$ cat src/rtl/frgcd_pkg.sv
// ----------------------------------------------------------------------------
// frgcd_pkg: shared types and constants of the fraction reducer
// Value width, queue sizing and the job word passed from front to back.
// ----------------------------------------------------------------------------
package frgcd_pkg;

    localparam int VALUE_WIDTH = 31;
    localparam int QUEUE_DEPTH = 2;
    localparam int QPTR_W      = (QUEUE_DEPTH > 1) ? $clog2(QUEUE_DEPTH) : 1;
    localparam int QCNT_W      = $clog2(QUEUE_DEPTH + 1);
    localparam int SHIFT_W     = $clog2(VALUE_WIDTH);
    localparam int STEP_W      = $clog2(VALUE_WIDTH);

    typedef logic [VALUE_WIDTH-1:0] t_value;

    typedef struct packed {
        t_value numerator;
        t_value denominator;
        logic   zero;
    } t_job;

endpackage

$ cat src/rtl/frgcd_in_if.sv
// ----------------------------------------------------------------------------
// frgcd_in_if: fraction input channel
// Valid/ready channel carrying one numerator and denominator per beat.
// ----------------------------------------------------------------------------
interface frgcd_in_if;
    import frgcd_pkg::*;

    logic   valid;
    logic   ready;
    t_value numerator;
    t_value denominator;

    modport source (output valid, output numerator, output denominator, input ready);
    modport sink   (input valid, input numerator, input denominator, output ready);
endinterface

$ cat src/rtl/frgcd_out_if.sv
// ----------------------------------------------------------------------------
// frgcd_out_if: reduced fraction output channel
// Valid/ready channel carrying the reduced fraction and its divisor.
// ----------------------------------------------------------------------------
interface frgcd_out_if;
    import frgcd_pkg::*;

    logic   valid;
    logic   ready;
    t_value reduced_numerator;
    t_value reduced_denominator;
    t_value common_divisor;
    logic   zero_error;

    modport source (output valid, output reduced_numerator, output reduced_denominator,
                    output common_divisor, output zero_error, input ready);
    modport sink   (input valid, input reduced_numerator, input reduced_denominator,
                    input common_divisor, input zero_error, output ready);
endinterface

$ cat src/rtl/frgcd_front.sv
// ----------------------------------------------------------------------------
// frgcd_front: input stage
// Registers each input beat and flags a zero operand before queueing it.
// ----------------------------------------------------------------------------
module frgcd_front (
    input  logic             i_clk,
    input  logic             i_rst_n,
    frgcd_in_if.sink         i_frac,
    output logic             o_job_valid,
    input  logic             i_job_ready,
    output frgcd_pkg::t_job  o_job
);
    import frgcd_pkg::*;

    logic r_valid;
    t_job r_job;
    logic accept;

    assign i_frac.ready = !r_valid || i_job_ready;
    assign accept       = i_frac.valid && i_frac.ready;

    always_ff @(posedge i_clk) begin
        if (!i_rst_n) begin
            r_valid <= 1'b0;
        end else if (accept) begin
            r_valid <= 1'b1;
        end else if (i_job_ready) begin
            r_valid <= 1'b0;
        end
    end

    always_ff @(posedge i_clk) begin
        if (accept) begin
            r_job.numerator   <= i_frac.numerator;
            r_job.denominator <= i_frac.denominator;
            r_job.zero        <= (i_frac.numerator == '0) || (i_frac.denominator == '0);
        end
    end

    assign o_job_valid = r_valid;
    assign o_job       = r_job;
endmodule

$ cat src/rtl/frgcd_queue.sv
// ----------------------------------------------------------------------------
// frgcd_queue: job queue
// Short FIFO between the input stage and the GCD engine.
// ----------------------------------------------------------------------------
module frgcd_queue (
    input  logic             i_clk,
    input  logic             i_rst_n,
    input  logic             i_valid,
    output logic             o_ready,
    input  frgcd_pkg::t_job  i_job,
    output logic             o_valid,
    input  logic             i_ready,
    output frgcd_pkg::t_job  o_job
);
    import frgcd_pkg::*;

    t_job              r_mem [QUEUE_DEPTH];
    logic [QPTR_W-1:0] r_wr_ptr;
    logic [QPTR_W-1:0] r_rd_ptr;
    logic [QCNT_W-1:0] r_count;
    logic              push;
    logic              pop;

    assign o_ready = (r_count != QCNT_W'(QUEUE_DEPTH));
    assign o_valid = (r_count != '0);
    assign push    = i_valid && o_ready;
    assign pop     = o_valid && i_ready;
    assign o_job   = r_mem[r_rd_ptr];

    function automatic logic [QPTR_W-1:0] ptr_next(input logic [QPTR_W-1:0] ptr);
        logic [QPTR_W-1:0] nxt;
        if (ptr == QPTR_W'(QUEUE_DEPTH - 1)) begin
            nxt = '0;
        end else begin
            nxt = ptr + 1'b1;
        end
        return nxt;
    endfunction

    always_ff @(posedge i_clk) begin
        if (!i_rst_n) begin
            r_wr_ptr <= '0;
            r_rd_ptr <= '0;
            r_count  <= '0;
        end else begin
            if (push) begin
                r_wr_ptr <= ptr_next(r_wr_ptr);
            end
            if (pop) begin
                r_rd_ptr <= ptr_next(r_rd_ptr);
            end
            if (push && !pop) begin
                r_count <= r_count + 1'b1;
            end else if (pop && !push) begin
                r_count <= r_count - 1'b1;
            end
        end
    end

    always_ff @(posedge i_clk) begin
        if (push) begin
            r_mem[r_wr_ptr] <= i_job;
        end
    end
endmodule

$ cat src/rtl/frgcd_back.sv
// ----------------------------------------------------------------------------
// frgcd_back: GCD and divide engine
// Binary GCD one step a cycle, then both values divided by the GCD bit-serially.
// ----------------------------------------------------------------------------
module frgcd_back (
    input  logic             i_clk,
    input  logic             i_rst_n,
    input  logic             i_job_valid,
    output logic             o_job_ready,
    input  frgcd_pkg::t_job  i_job,
    frgcd_out_if.source      o_frac
);
    import frgcd_pkg::*;

    localparam logic [1:0] ST_IDLE = 2'd0;
    localparam logic [1:0] ST_GCD  = 2'd1;
    localparam logic [1:0] ST_DIV  = 2'd2;
    localparam logic [1:0] ST_DONE = 2'd3;

    logic [1:0]         r_state, n_state;
    t_value             r_a, n_a;
    t_value             r_b, n_b;
    logic [SHIFT_W-1:0] r_k, n_k;
    t_value             r_div, n_div;
    t_value             r_qn, n_qn;
    t_value             r_qd, n_qd;
    t_value             r_rem_n, n_rem_n;
    t_value             r_rem_d, n_rem_d;
    logic [STEP_W-1:0]  r_step, n_step;
    logic               r_zero, n_zero;

    logic               load;
    t_value             diff_ab;
    t_value             diff_ba;
    logic [VALUE_WIDTH:0] trial_n;
    logic [VALUE_WIDTH:0] trial_d;
    logic               fit_n;
    logic               fit_d;

    assign o_job_ready = (r_state == ST_IDLE);
    assign load        = i_job_valid && o_job_ready;

    assign diff_ab = r_a - r_b;
    assign diff_ba = r_b - r_a;

    // shift the next dividend bit into each partial remainder
    assign trial_n = {r_rem_n, r_qn[VALUE_WIDTH-1]};
    assign trial_d = {r_rem_d, r_qd[VALUE_WIDTH-1]};
    assign fit_n   = (trial_n >= {1'b0, r_div});
    assign fit_d   = (trial_d >= {1'b0, r_div});

    always_comb begin
        n_state = r_state;
        n_a     = r_a;
        n_b     = r_b;
        n_k     = r_k;
        n_div   = r_div;
        n_qn    = r_qn;
        n_qd    = r_qd;
        n_rem_n = r_rem_n;
        n_rem_d = r_rem_d;
        n_step  = r_step;
        n_zero  = r_zero;
        case (r_state)
            ST_IDLE: begin
                if (load) begin
                    n_a     = i_job.numerator;
                    n_b     = i_job.denominator;
                    n_qn    = i_job.numerator;
                    n_qd    = i_job.denominator;
                    n_k     = '0;
                    n_div   = '0;
                    n_rem_n = '0;
                    n_rem_d = '0;
                    n_zero  = i_job.zero;
                    // zero operand: pass the fraction straight through
                    n_state = i_job.zero ? ST_DONE : ST_GCD;
                end
            end
            ST_GCD: begin
                if (r_a == '0 || r_b == '0) begin
                    n_div   = (r_a | r_b) << r_k;
                    n_step  = '0;
                    n_state = ST_DIV;
                end else if (!r_a[0] && !r_b[0]) begin
                    n_a = r_a >> 1;
                    n_b = r_b >> 1;
                    n_k = r_k + 1'b1;
                end else if (!r_a[0]) begin
                    n_a = r_a >> 1;
                end else if (!r_b[0]) begin
                    n_b = r_b >> 1;
                end else if (r_a >= r_b) begin
                    n_a = diff_ab >> 1;
                end else begin
                    n_b = diff_ba >> 1;
                end
            end
            ST_DIV: begin
                n_qn    = {r_qn[VALUE_WIDTH-2:0], fit_n};
                n_qd    = {r_qd[VALUE_WIDTH-2:0], fit_d};
                n_rem_n = fit_n ? VALUE_WIDTH'(trial_n - {1'b0, r_div})
                                : VALUE_WIDTH'(trial_n);
                n_rem_d = fit_d ? VALUE_WIDTH'(trial_d - {1'b0, r_div})
                                : VALUE_WIDTH'(trial_d);
                n_step  = r_step + 1'b1;
                if (r_step == STEP_W'(VALUE_WIDTH - 1)) begin
                    n_state = ST_DONE;
                end
            end
            ST_DONE: begin
                // hold the result until the beat is taken
                if (o_frac.ready) begin
                    n_state = ST_IDLE;
                end
            end
            default: begin
                n_state = ST_IDLE;
            end
        endcase
    end

    always_ff @(posedge i_clk) begin
        if (!i_rst_n) begin
            r_state <= ST_IDLE;
        end else begin
            r_state <= n_state;
        end
    end

    always_ff @(posedge i_clk) begin
        r_a     <= n_a;
        r_b     <= n_b;
        r_k     <= n_k;
        r_div   <= n_div;
        r_qn    <= n_qn;
        r_qd    <= n_qd;
        r_rem_n <= n_rem_n;
        r_rem_d <= n_rem_d;
        r_step  <= n_step;
        r_zero  <= n_zero;
    end

    assign o_frac.valid               = (r_state == ST_DONE);
    assign o_frac.reduced_numerator   = r_qn;
    assign o_frac.reduced_denominator = r_qd;
    assign o_frac.common_divisor      = r_div;
    assign o_frac.zero_error          = r_zero;

    a_gcd_live: assert property (@(posedge i_clk) disable iff (!i_rst_n)
        (r_state == ST_GCD) |-> (r_a != '0 || r_b != '0))
        else $error("gcd operands both zero");

    a_exact_div: assert property (@(posedge i_clk) disable iff (!i_rst_n)
        (o_frac.valid && !o_frac.zero_error) |->
            (r_rem_n == '0 && r_rem_d == '0 && r_div != '0))
        else $error("division left a remainder");

    a_zero_pass: assert property (@(posedge i_clk) disable iff (!i_rst_n)
        (o_frac.valid && o_frac.zero_error) |->
            (o_frac.common_divisor == '0 &&
             (o_frac.reduced_numerator == '0 || o_frac.reduced_denominator == '0)))
        else $error("zero error without a zero operand");

    a_div_exit: assert property (@(posedge i_clk) disable iff (!i_rst_n)
        (r_state == ST_DIV) |=> (r_state == ST_DIV || r_state == ST_DONE))
        else $error("divide phase left early");
endmodule

$ cat src/rtl/fraction_reducer_gcd_unit.sv
// ----------------------------------------------------------------------------
// fraction_reducer_gcd_unit: reduces a fraction to lowest terms
// GCD steps: binary GCD engine, one shift or subtract a cycle, at most 2*VALUE_WIDTH.
// Divide: both values divided by the GCD in parallel, one quotient bit a cycle.
// Throughput: one fraction per engine pass; a two-entry queue takes new beats meanwhile.
// Zero operand: skips the GCD and divide phases and passes through with the error flag set.
// Reset: synchronous active-low; clears control state and empties the queue.
// ----------------------------------------------------------------------------
module fraction_reducer_gcd_unit (
    input  logic        i_clk,
    input  logic        i_rst_n,
    frgcd_in_if.sink    i_frac,
    frgcd_out_if.source o_frac
);
    import frgcd_pkg::*;

    logic front_valid;
    logic front_ready;
    t_job front_job;
    logic queue_valid;
    logic queue_ready;
    t_job queue_job;

    frgcd_front u_front (
        .i_clk       (i_clk),
        .i_rst_n     (i_rst_n),
        .i_frac      (i_frac),
        .o_job_valid (front_valid),
        .i_job_ready (front_ready),
        .o_job       (front_job)
    );

    frgcd_queue u_queue (
        .i_clk   (i_clk),
        .i_rst_n (i_rst_n),
        .i_valid (front_valid),
        .o_ready (front_ready),
        .i_job   (front_job),
        .o_valid (queue_valid),
        .i_ready (queue_ready),
        .o_job   (queue_job)
    );

    frgcd_back u_back (
        .i_clk       (i_clk),
        .i_rst_n     (i_rst_n),
        .i_job_valid (queue_valid),
        .o_job_ready (queue_ready),
        .i_job       (queue_job),
        .o_frac      (o_frac)
    );
endmodule
$ cat src/flat_wrapper.sv
// flat-port wrapper written by rule: the top's interface ports become plain ports
module fraction_reducer_gcd_unit_flat import frgcd_pkg::*;
  (i_clk, i_rst_n, i_frac_valid, i_frac_numerator, i_frac_denominator, i_frac_ready, o_frac_valid, o_frac_reduced_numerator, o_frac_reduced_denominator, o_frac_common_divisor, o_frac_zero_error, o_frac_ready);
  frgcd_in_if i_frac_i ();
  frgcd_out_if o_frac_i ();
  input  logic i_clk;
  input  logic i_rst_n;
  input wire logic [$bits(i_frac_i.valid)-1:0] i_frac_valid;
  input wire logic [$bits(i_frac_i.numerator)-1:0] i_frac_numerator;
  input wire logic [$bits(i_frac_i.denominator)-1:0] i_frac_denominator;
  output wire logic [$bits(i_frac_i.ready)-1:0] i_frac_ready;
  output wire logic [$bits(o_frac_i.valid)-1:0] o_frac_valid;
  output wire logic [$bits(o_frac_i.reduced_numerator)-1:0] o_frac_reduced_numerator;
  output wire logic [$bits(o_frac_i.reduced_denominator)-1:0] o_frac_reduced_denominator;
  output wire logic [$bits(o_frac_i.common_divisor)-1:0] o_frac_common_divisor;
  output wire logic [$bits(o_frac_i.zero_error)-1:0] o_frac_zero_error;
  input wire logic [$bits(o_frac_i.ready)-1:0] o_frac_ready;
  assign i_frac_i.valid = i_frac_valid;
  assign i_frac_i.numerator = i_frac_numerator;
  assign i_frac_i.denominator = i_frac_denominator;
  assign i_frac_ready = i_frac_i.ready;
  assign o_frac_valid = o_frac_i.valid;
  assign o_frac_reduced_numerator = o_frac_i.reduced_numerator;
  assign o_frac_reduced_denominator = o_frac_i.reduced_denominator;
  assign o_frac_common_divisor = o_frac_i.common_divisor;
  assign o_frac_zero_error = o_frac_i.zero_error;
  assign o_frac_i.ready = o_frac_ready;
  fraction_reducer_gcd_unit u_core (.i_clk(i_clk), .i_rst_n(i_rst_n), .i_frac(i_frac_i), .o_frac(o_frac_i));
endmodule
$ cat config.mk
export PLATFORM = sky130hd
export DESIGN_NAME = fraction_reducer_gcd_unit_flat
export DESIGN_NICKNAME = d
export VERILOG_FILES = /design/src/rtl/frgcd_pkg.sv /design/src/rtl/frgcd_in_if.sv /design/src/rtl/frgcd_out_if.sv /design/src/rtl/frgcd_front.sv /design/src/rtl/frgcd_queue.sv /design/src/rtl/frgcd_back.sv /design/src/rtl/fraction_reducer_gcd_unit.sv /design/src/flat_wrapper.sv
export SDC_FILE = /design/constraint.sdc
export NUM_CORES = 1
export LEC_CHECK = 0
export BUFFER_PORTS_ARGS = -buffer_cell sky130_fd_sc_hd__buf_2
export CAP_MARGIN = 10
export CORE_MARGIN = 2
export CORE_UTILIZATION = 47
export CTS_CLUSTER_DIAMETER = 30
export DETAILED_ROUTE_END_ITERATION = 8
export PLACE_DENSITY = 0.61
export SETUP_SLACK_MARGIN = 0.05
export SLEW_MARGIN = 0
export SYNTH_ARGS = -nofsm -noshare
export SYNTH_HDL_FRONTEND = slang
export SYNTH_SLANG_ARGS = --single-unit
$ cat constraint.sdc
create_clock -name i_clk -period 9.85 [get_ports i_clk]
set_input_delay 0.4925 -clock i_clk [delete_from_list [all_inputs] [get_ports i_clk]]
set_output_delay 0.4925 -clock i_clk [all_outputs]
set_load 0.05 [all_outputs]
Word level (Yosys, flattened, before mapping)
Memory sizes are Yosys's and may differ from the RTL's. A register that Yosys moved wholly into a read port is not among the register bits.
Cells that the tools add are included.

storage, ports and cells
  memories kept = 1
  memory bits (writable) = 126
  output and inout bits = 96
  flip-flop bits (word level) = 298
  word-level logic and storage cells = 131

cells by class
  bitwise gates (word level) = 1
  multiplexer cells = 45
  equality and inequality tests = 15
  shift-type cells = 1
  add/sub/neg operators = 10
  order comparisons = 3
  reduce and logical (&&, ||, !) cells = 35

memory list
  name                  words  bits a word  read ports  clocked after Yosys merged registers in  wr ports  line               text
  u_core.u_queue.r_mem  2      63           1           1                                        1         frgcd_queue.sv:17  t_job r_mem [QUEUE_DEPTH];

operators by type and width
  operator                                                       number
  31-bit two-way mux                                             16
  31-bit one-hot mux with 2 select lines                         7
  31-bit logical NOT                                             4
  31-bit subtractor                                              4
  32-bit by 31-bit >= comparator with 1-bit output               2
  31-bit >= comparator                                           1
  31-bit OR                                                      1
  31-bit by 5-bit << shifter with 31-bit output                  1
  5-bit two-way mux                                              4
  5-bit one-hot mux with 2 select lines                          2
  2-bit two-way mux                                              7
  4-bit != test, second input constant                           3
  4-bit AND reduction                                            3
  2-bit nonzero test                                             6
  5-bit by 1-bit adder with 5-bit output, second input constant  2
  2-bit != test, second input constant                           5
  5-bit AND reduction                                            2
  1-bit two-way mux                                              8
  2-bit one-hot mux with 4 select lines                          1
  1-bit logical AND                                              6
  2-bit AND reduction                                            3
  3-bit AND reduction                                            2
  5-bit equality test, second input constant                     1
  1-bit logical NOT                                              5
  9 further kinds                                                14

Logic depth before layout (Yosys ltp)
  word-level depth = 7
  depth in mapped cells = 14
  depth with buffers taken out = 12

Hierarchy
A second synthesis with hierarchy kept.

second synthesis, totals
  cell total of the unflattened synthesis = 2391
  area, all modules = 25989.9 um^2

modules (own cells, without submodules)
  module       cells an instance  area an instance (um^2)  instances  sequential area each (um^2)
  frgcd_back   2082               19148.4                  1          6886.6
  frgcd_queue  220                4770.8                   1          3883.7
  frgcd_front  89                 2070.7                   1          1911.8

Least setup slack after synthesis
Ideal clock, no wire load.

  kind = flip-flop to flip-flop
  start point = register u_core.u_back.r_state[0]
  end point = register u_core.u_back.r_qd[0], in the netlist u_core.u_back.o_frac.reduced_denominator[0] (enable)
  required time = 9.242 ns
  setup slack = 2.946 ns
  data arrival time = 6.296 ns
  path buffers = 2
  stages on the path, launching flop included = 7
  cell sequence = dfxtp_1 -> inv_1 -> ha_1 -> clkbuf_1 -> clkbuf_1 -> nor2_1 -> nor2_1

on the way
  word-level cells in the longest chain between the ends = 4
  elaborated cells on any way between the ends = 6
  those cells by class = eq/ne: 2; reduce/logical: 4

ends and longest elaborated chain
  item                                                line                                text
  from (decl)                                         frgcd_back.sv:20                    logic [1:0] r_state, n_state;
  from (signal assigned)                              frgcd_back.sv:127                   r_state <= n_state;
  2-bit logical NOT                                   frgcd_back.sv:40, frgcd_back.sv:64
  1-bit logical AND                                   frgcd_back.sv:41                    assign load = i_job_valid && o_job_ready;
  2-bit by 1-bit != test with 1-bit output (no line)  n/a
  2-bit AND reduction (no line) (*)                   n/a
  to (signal assigned)                                frgcd_back.sv:137                   r_qd <= n_qd;
  to (decl)                                           frgcd_back.sv:26                    t_value r_qd, n_qd;

Mark *: on every way between the ends. The rest lies on a longest branch, timed or not.
A chain may end at the register's enable or synchronous reset.

Worst setup path after layout
  start point = register u_core.u_back.r_b[4]
  end point = register u_core.u_back.r_a[5] (enable)

on the way
  word-level cells in the longest chain between the ends = 4
  elaborated cells on any way between the ends = 6
  those cells by class = order compare: 1; eq/ne: 2; reduce/logical: 3

ends and longest elaborated chain
  item                                                                          line               text
  from (decl)                                                                   frgcd_back.sv:22   t_value r_b, n_b;
  from (signal assigned)                                                        frgcd_back.sv:133  r_b <= n_b;
  parallel branches: the longest is 3 deep, another holds 31-bit >= comparator  n/a
  5-bit AND reduction (no line) (*)                                             n/a
  to (signal assigned)                                                          frgcd_back.sv:132  r_a <= n_a;
  to (decl)                                                                     frgcd_back.sv:21   t_value r_a, n_a;

Mark *: on every way between the ends.

==> summary.md <==
| Metric | Value |
|---|---|
| Outcome | completed |
| Die width | 238 um |
| Inserted Clock Buffers | 96 |
| CP Launch Type | flip-flop |
| Setup Viol. Count Final | 0 |
| GPL Wtd Cong | 1.01 |
| Die Footprint | 56700 sq um |
| Worst path required time | 10.15 ns |
| Drt wl/cell | 24.4 um |
| Sink Count | 425 |
| First-pass GRT wire length | 123000 um |
| Hold buffers post-CTS | 0 |
| Post-Synthesis Cell Area | 25700 sq um |
| Antenna-violating nets left | 0 |
| Number of global-route vias before repair | 20000 |
| EDFF count, synth | 417 |
| Post-Synth Adder-Cell Area | 8.33% |
| Total core area | 54000 sq um |
| Final global-route overflow total | 0 |
| DP Cell Count | 3171 |
| Starting DRT DRC Count | 1510 |
| Synth Area in Compound Gates | 13.9% |
| Final core occ | 56.6% |
| Fraction of layout cells with a size suffix above 1 | 20.2% |
| Area share of and/or/nand/nor cells after synthesis | 11.9% |
| DRT Pass-1 Iters | 5 |
| Critical path type | reg2reg |
| ANT cells | 0 |
| Crit Path Max Fanout | 16 |
| Yosys reg bits | 425 |
| Worst setup margin | 4.87 ns |
| Clk slew on worst S/H paths | 0.06 ns |
| Ys async rst share | 0% |
| TritonCTS clock tree | yes |
| Most common cell after layout, fill and taps aside | edfxtp_1 |
| Die Y | 238 um |
| Cell taking the most area after synthesis | edfxtp_1 |
| H-tree depth | 3 |
| Dpl hpwl | 61200 um |
| Clock buffer depth | 3 |
| Fillers | 4599 |
| Global Route Usage Sum | 28.8% |
| Synth Area per Inst | 10.7 sq um |
| Latest clock arrival within the worst-skew pair | 0.65 ns |
| CP Capture Type | flip-flop |
| Minimum clock period | 4.98 ns |
| Worst-Margin Slew | 1.19 ns |
| Post-Synth XOR/XNOR Area | 3.74% |
| Top_reg_cell synth | edfxtp_1 |
| Period utilization | 50.5% |
| Post-CTS setup buffers | 0 |
| Multiplexer share of the synthesized area | 8.70% |
| DP Worst Slack | 4.95 ns |
| Critical Path AT | 5.27 ns |
| Sum Neg Setup Slack | 0 ns |
| Yosys cell types | 76 |
| Min-Delay Path Class | in2reg |
| Top cell type's share of synthesized area | 48.6% |
| Synth-to-Final Area Change | 18.7% |
| Main combinational cell family by area after synthesis | compound AO/OA/AOI/OAI gates |
| Root Driver | clkbuf_16 |
| Max transition margin | 20.4% |
| Row count | 85 |
| Final nets | 2808 |
| DR DRC count | 0 |
| Non-filler instance count after layout | 3349 |
| RSZ-0062 raised after global routing | false |
| Drt total wl | 81800 um |
| Starting Density | 47.7% |
| Post-Synthesis Cells | 2396 |
| Peak Freq | 201 MHz |
| Ports | 162 |
| Pin count of the biggest net entering global routing | 68 |
| Via/cell ratio | 5.94 |
| Post-Syn Nets | 2631 |
| Initial antenna violation count | 1 |
| Port-buffer cells | 161 |
| Most frequent cells in the layout | 417 x edfxtp_1, 253 x nor2_1, 238 x a21oi_1 |
| Sequential share of the synthesized area | 49.3% |
| Max cap viols | 0 |
| Yosys warnings | 0 |
| Post-cts sizing count | 0 |
| Routed vias | 19900 |
| Main area contributors after synthesis | edfxtp_1 49%, ha_1 8.0%, mux2_2 5.8% |
| Fin. Hold Viols | 0 |
| Final Max Tran Viols | 0 |
| Clock Skew | 0.0334 ns |
registers in the layout (all words and copies together) (netlist names), named ones only:
| register | cells |
|---|---|
| u_core.u_queue.r_mem | 126 |
| u_core.u_front.o_job | 63 |
| u_core.u_back.o_frac.common_divisor | 31 |
| u_core.u_back.o_frac.reduced_denominator | 31 |
| u_core.u_back.o_frac.reduced_numerator | 31 |
| u_core.u_back.r_a | 31 |
| u_core.u_back.r_b | 31 |
| u_core.u_back.r_rem_d | 31 |
| u_core.u_back.r_rem_n | 31 |
| u_core.u_back.r_k | 5 |
| u_core.u_back.r_step | 5 |
| u_core.u_back.r_state | 2 |
| u_core.u_queue.r_count | 2 |
| u_core.u_back.o_frac.zero_error | 1 |
| u_core.u_front.o_job_valid | 1 |
| u_core.u_queue.r_rd_ptr | 1 |
| u_core.u_queue.r_wr_ptr | 1 |
metrics by stage:
stage,hold WS [ns],cell area (sq um)
floorplan,0.421,25700
global placement,0.424,27200
detailed placement,0.431,27200
CTS,0.00297,30600
global route,0.0154,30600
finish,0.0387,30600
area by class of cell:
cell class	instances	area [sq um]	area share [%]
tap	696	871	2.85
multi-input combinational	1697	12100	39.5
timing repair buffer	185	986	3.23
sequential	425	12700	41.5
inverter	168	633	2.07
clock inverter	75	890	2.91
clock buffer	103	2440	7.98
critical path, cell delays in order (launching register included):
cell       delay [ns]
edfxtp_1         0.56
inv_1            0.13
ha_1             0.39
nor2_1           0.21
o211ai_1         0.15
a2bb2oi_1        0.41
nand3_1          0.18
a21oi_1          0.39
o21ai_0          0.28
and2_1           0.39
a21o_1           0.26
a21oi_2          0.84
buf_4            0.44
synth_stat cells, types with 29 or more instances:
library cell and count:
nor2_1 255, o21ai_0 67, nand2_1 130, clkbuf_1 83, a211oi_1 35, nor3_1 40
nand3_1 64, a21oi_1 240, o22ai_1 38, nor4_1 41, xnor2_1 81, nor2b_1 29
mux2i_1 45, edfxtp_1 417, a21o_1 30, xor2_1 29, inv_1 162, ha_1 165
mux2_2 133
cells by family (layout without fill, tap and decap cells):
family          Yosys count  in the layout
xor+xnor                110            110
buf+inv                 274            531
fa+ha+maj               169            169
simple gates            654            654
flops                   425            425
compound gates          573            573
mux                     191            191
metal layers:
metal  global-route usage (%)  part of all wire, %  vias up  wire (um)
met2                     49.3                   49      744      39900
met1                     35.4                   41     9728      33400
met3                     5.51                  6.3      175       5170
li1                         -                    -     9260          -
met4                     12.8                  4.1        0       3360
met5                        0                    0        -          0
path summary, 6_finish.rpt:
check                           slack [ns]                     start  cells after the start                          end
worst max register to register        4.87      u_core.u_back.r_b[4]                     12         u_core.u_back.r_a[5]
worst min register to register        0.44  u_core.u_front.o_job[37]                      0  u_core.u_queue.r_mem[1][37]
worst max-delay path                  4.87      u_core.u_back.r_b[4]                     12         u_core.u_back.r_a[5]
worst min-delay path                  0.04    i_frac_denominator[13]                      1     u_core.u_front.o_job[14]
Power is not shown: default switching activity piles up to over one toggle a cycle in this logic, so the estimate is an artifact.
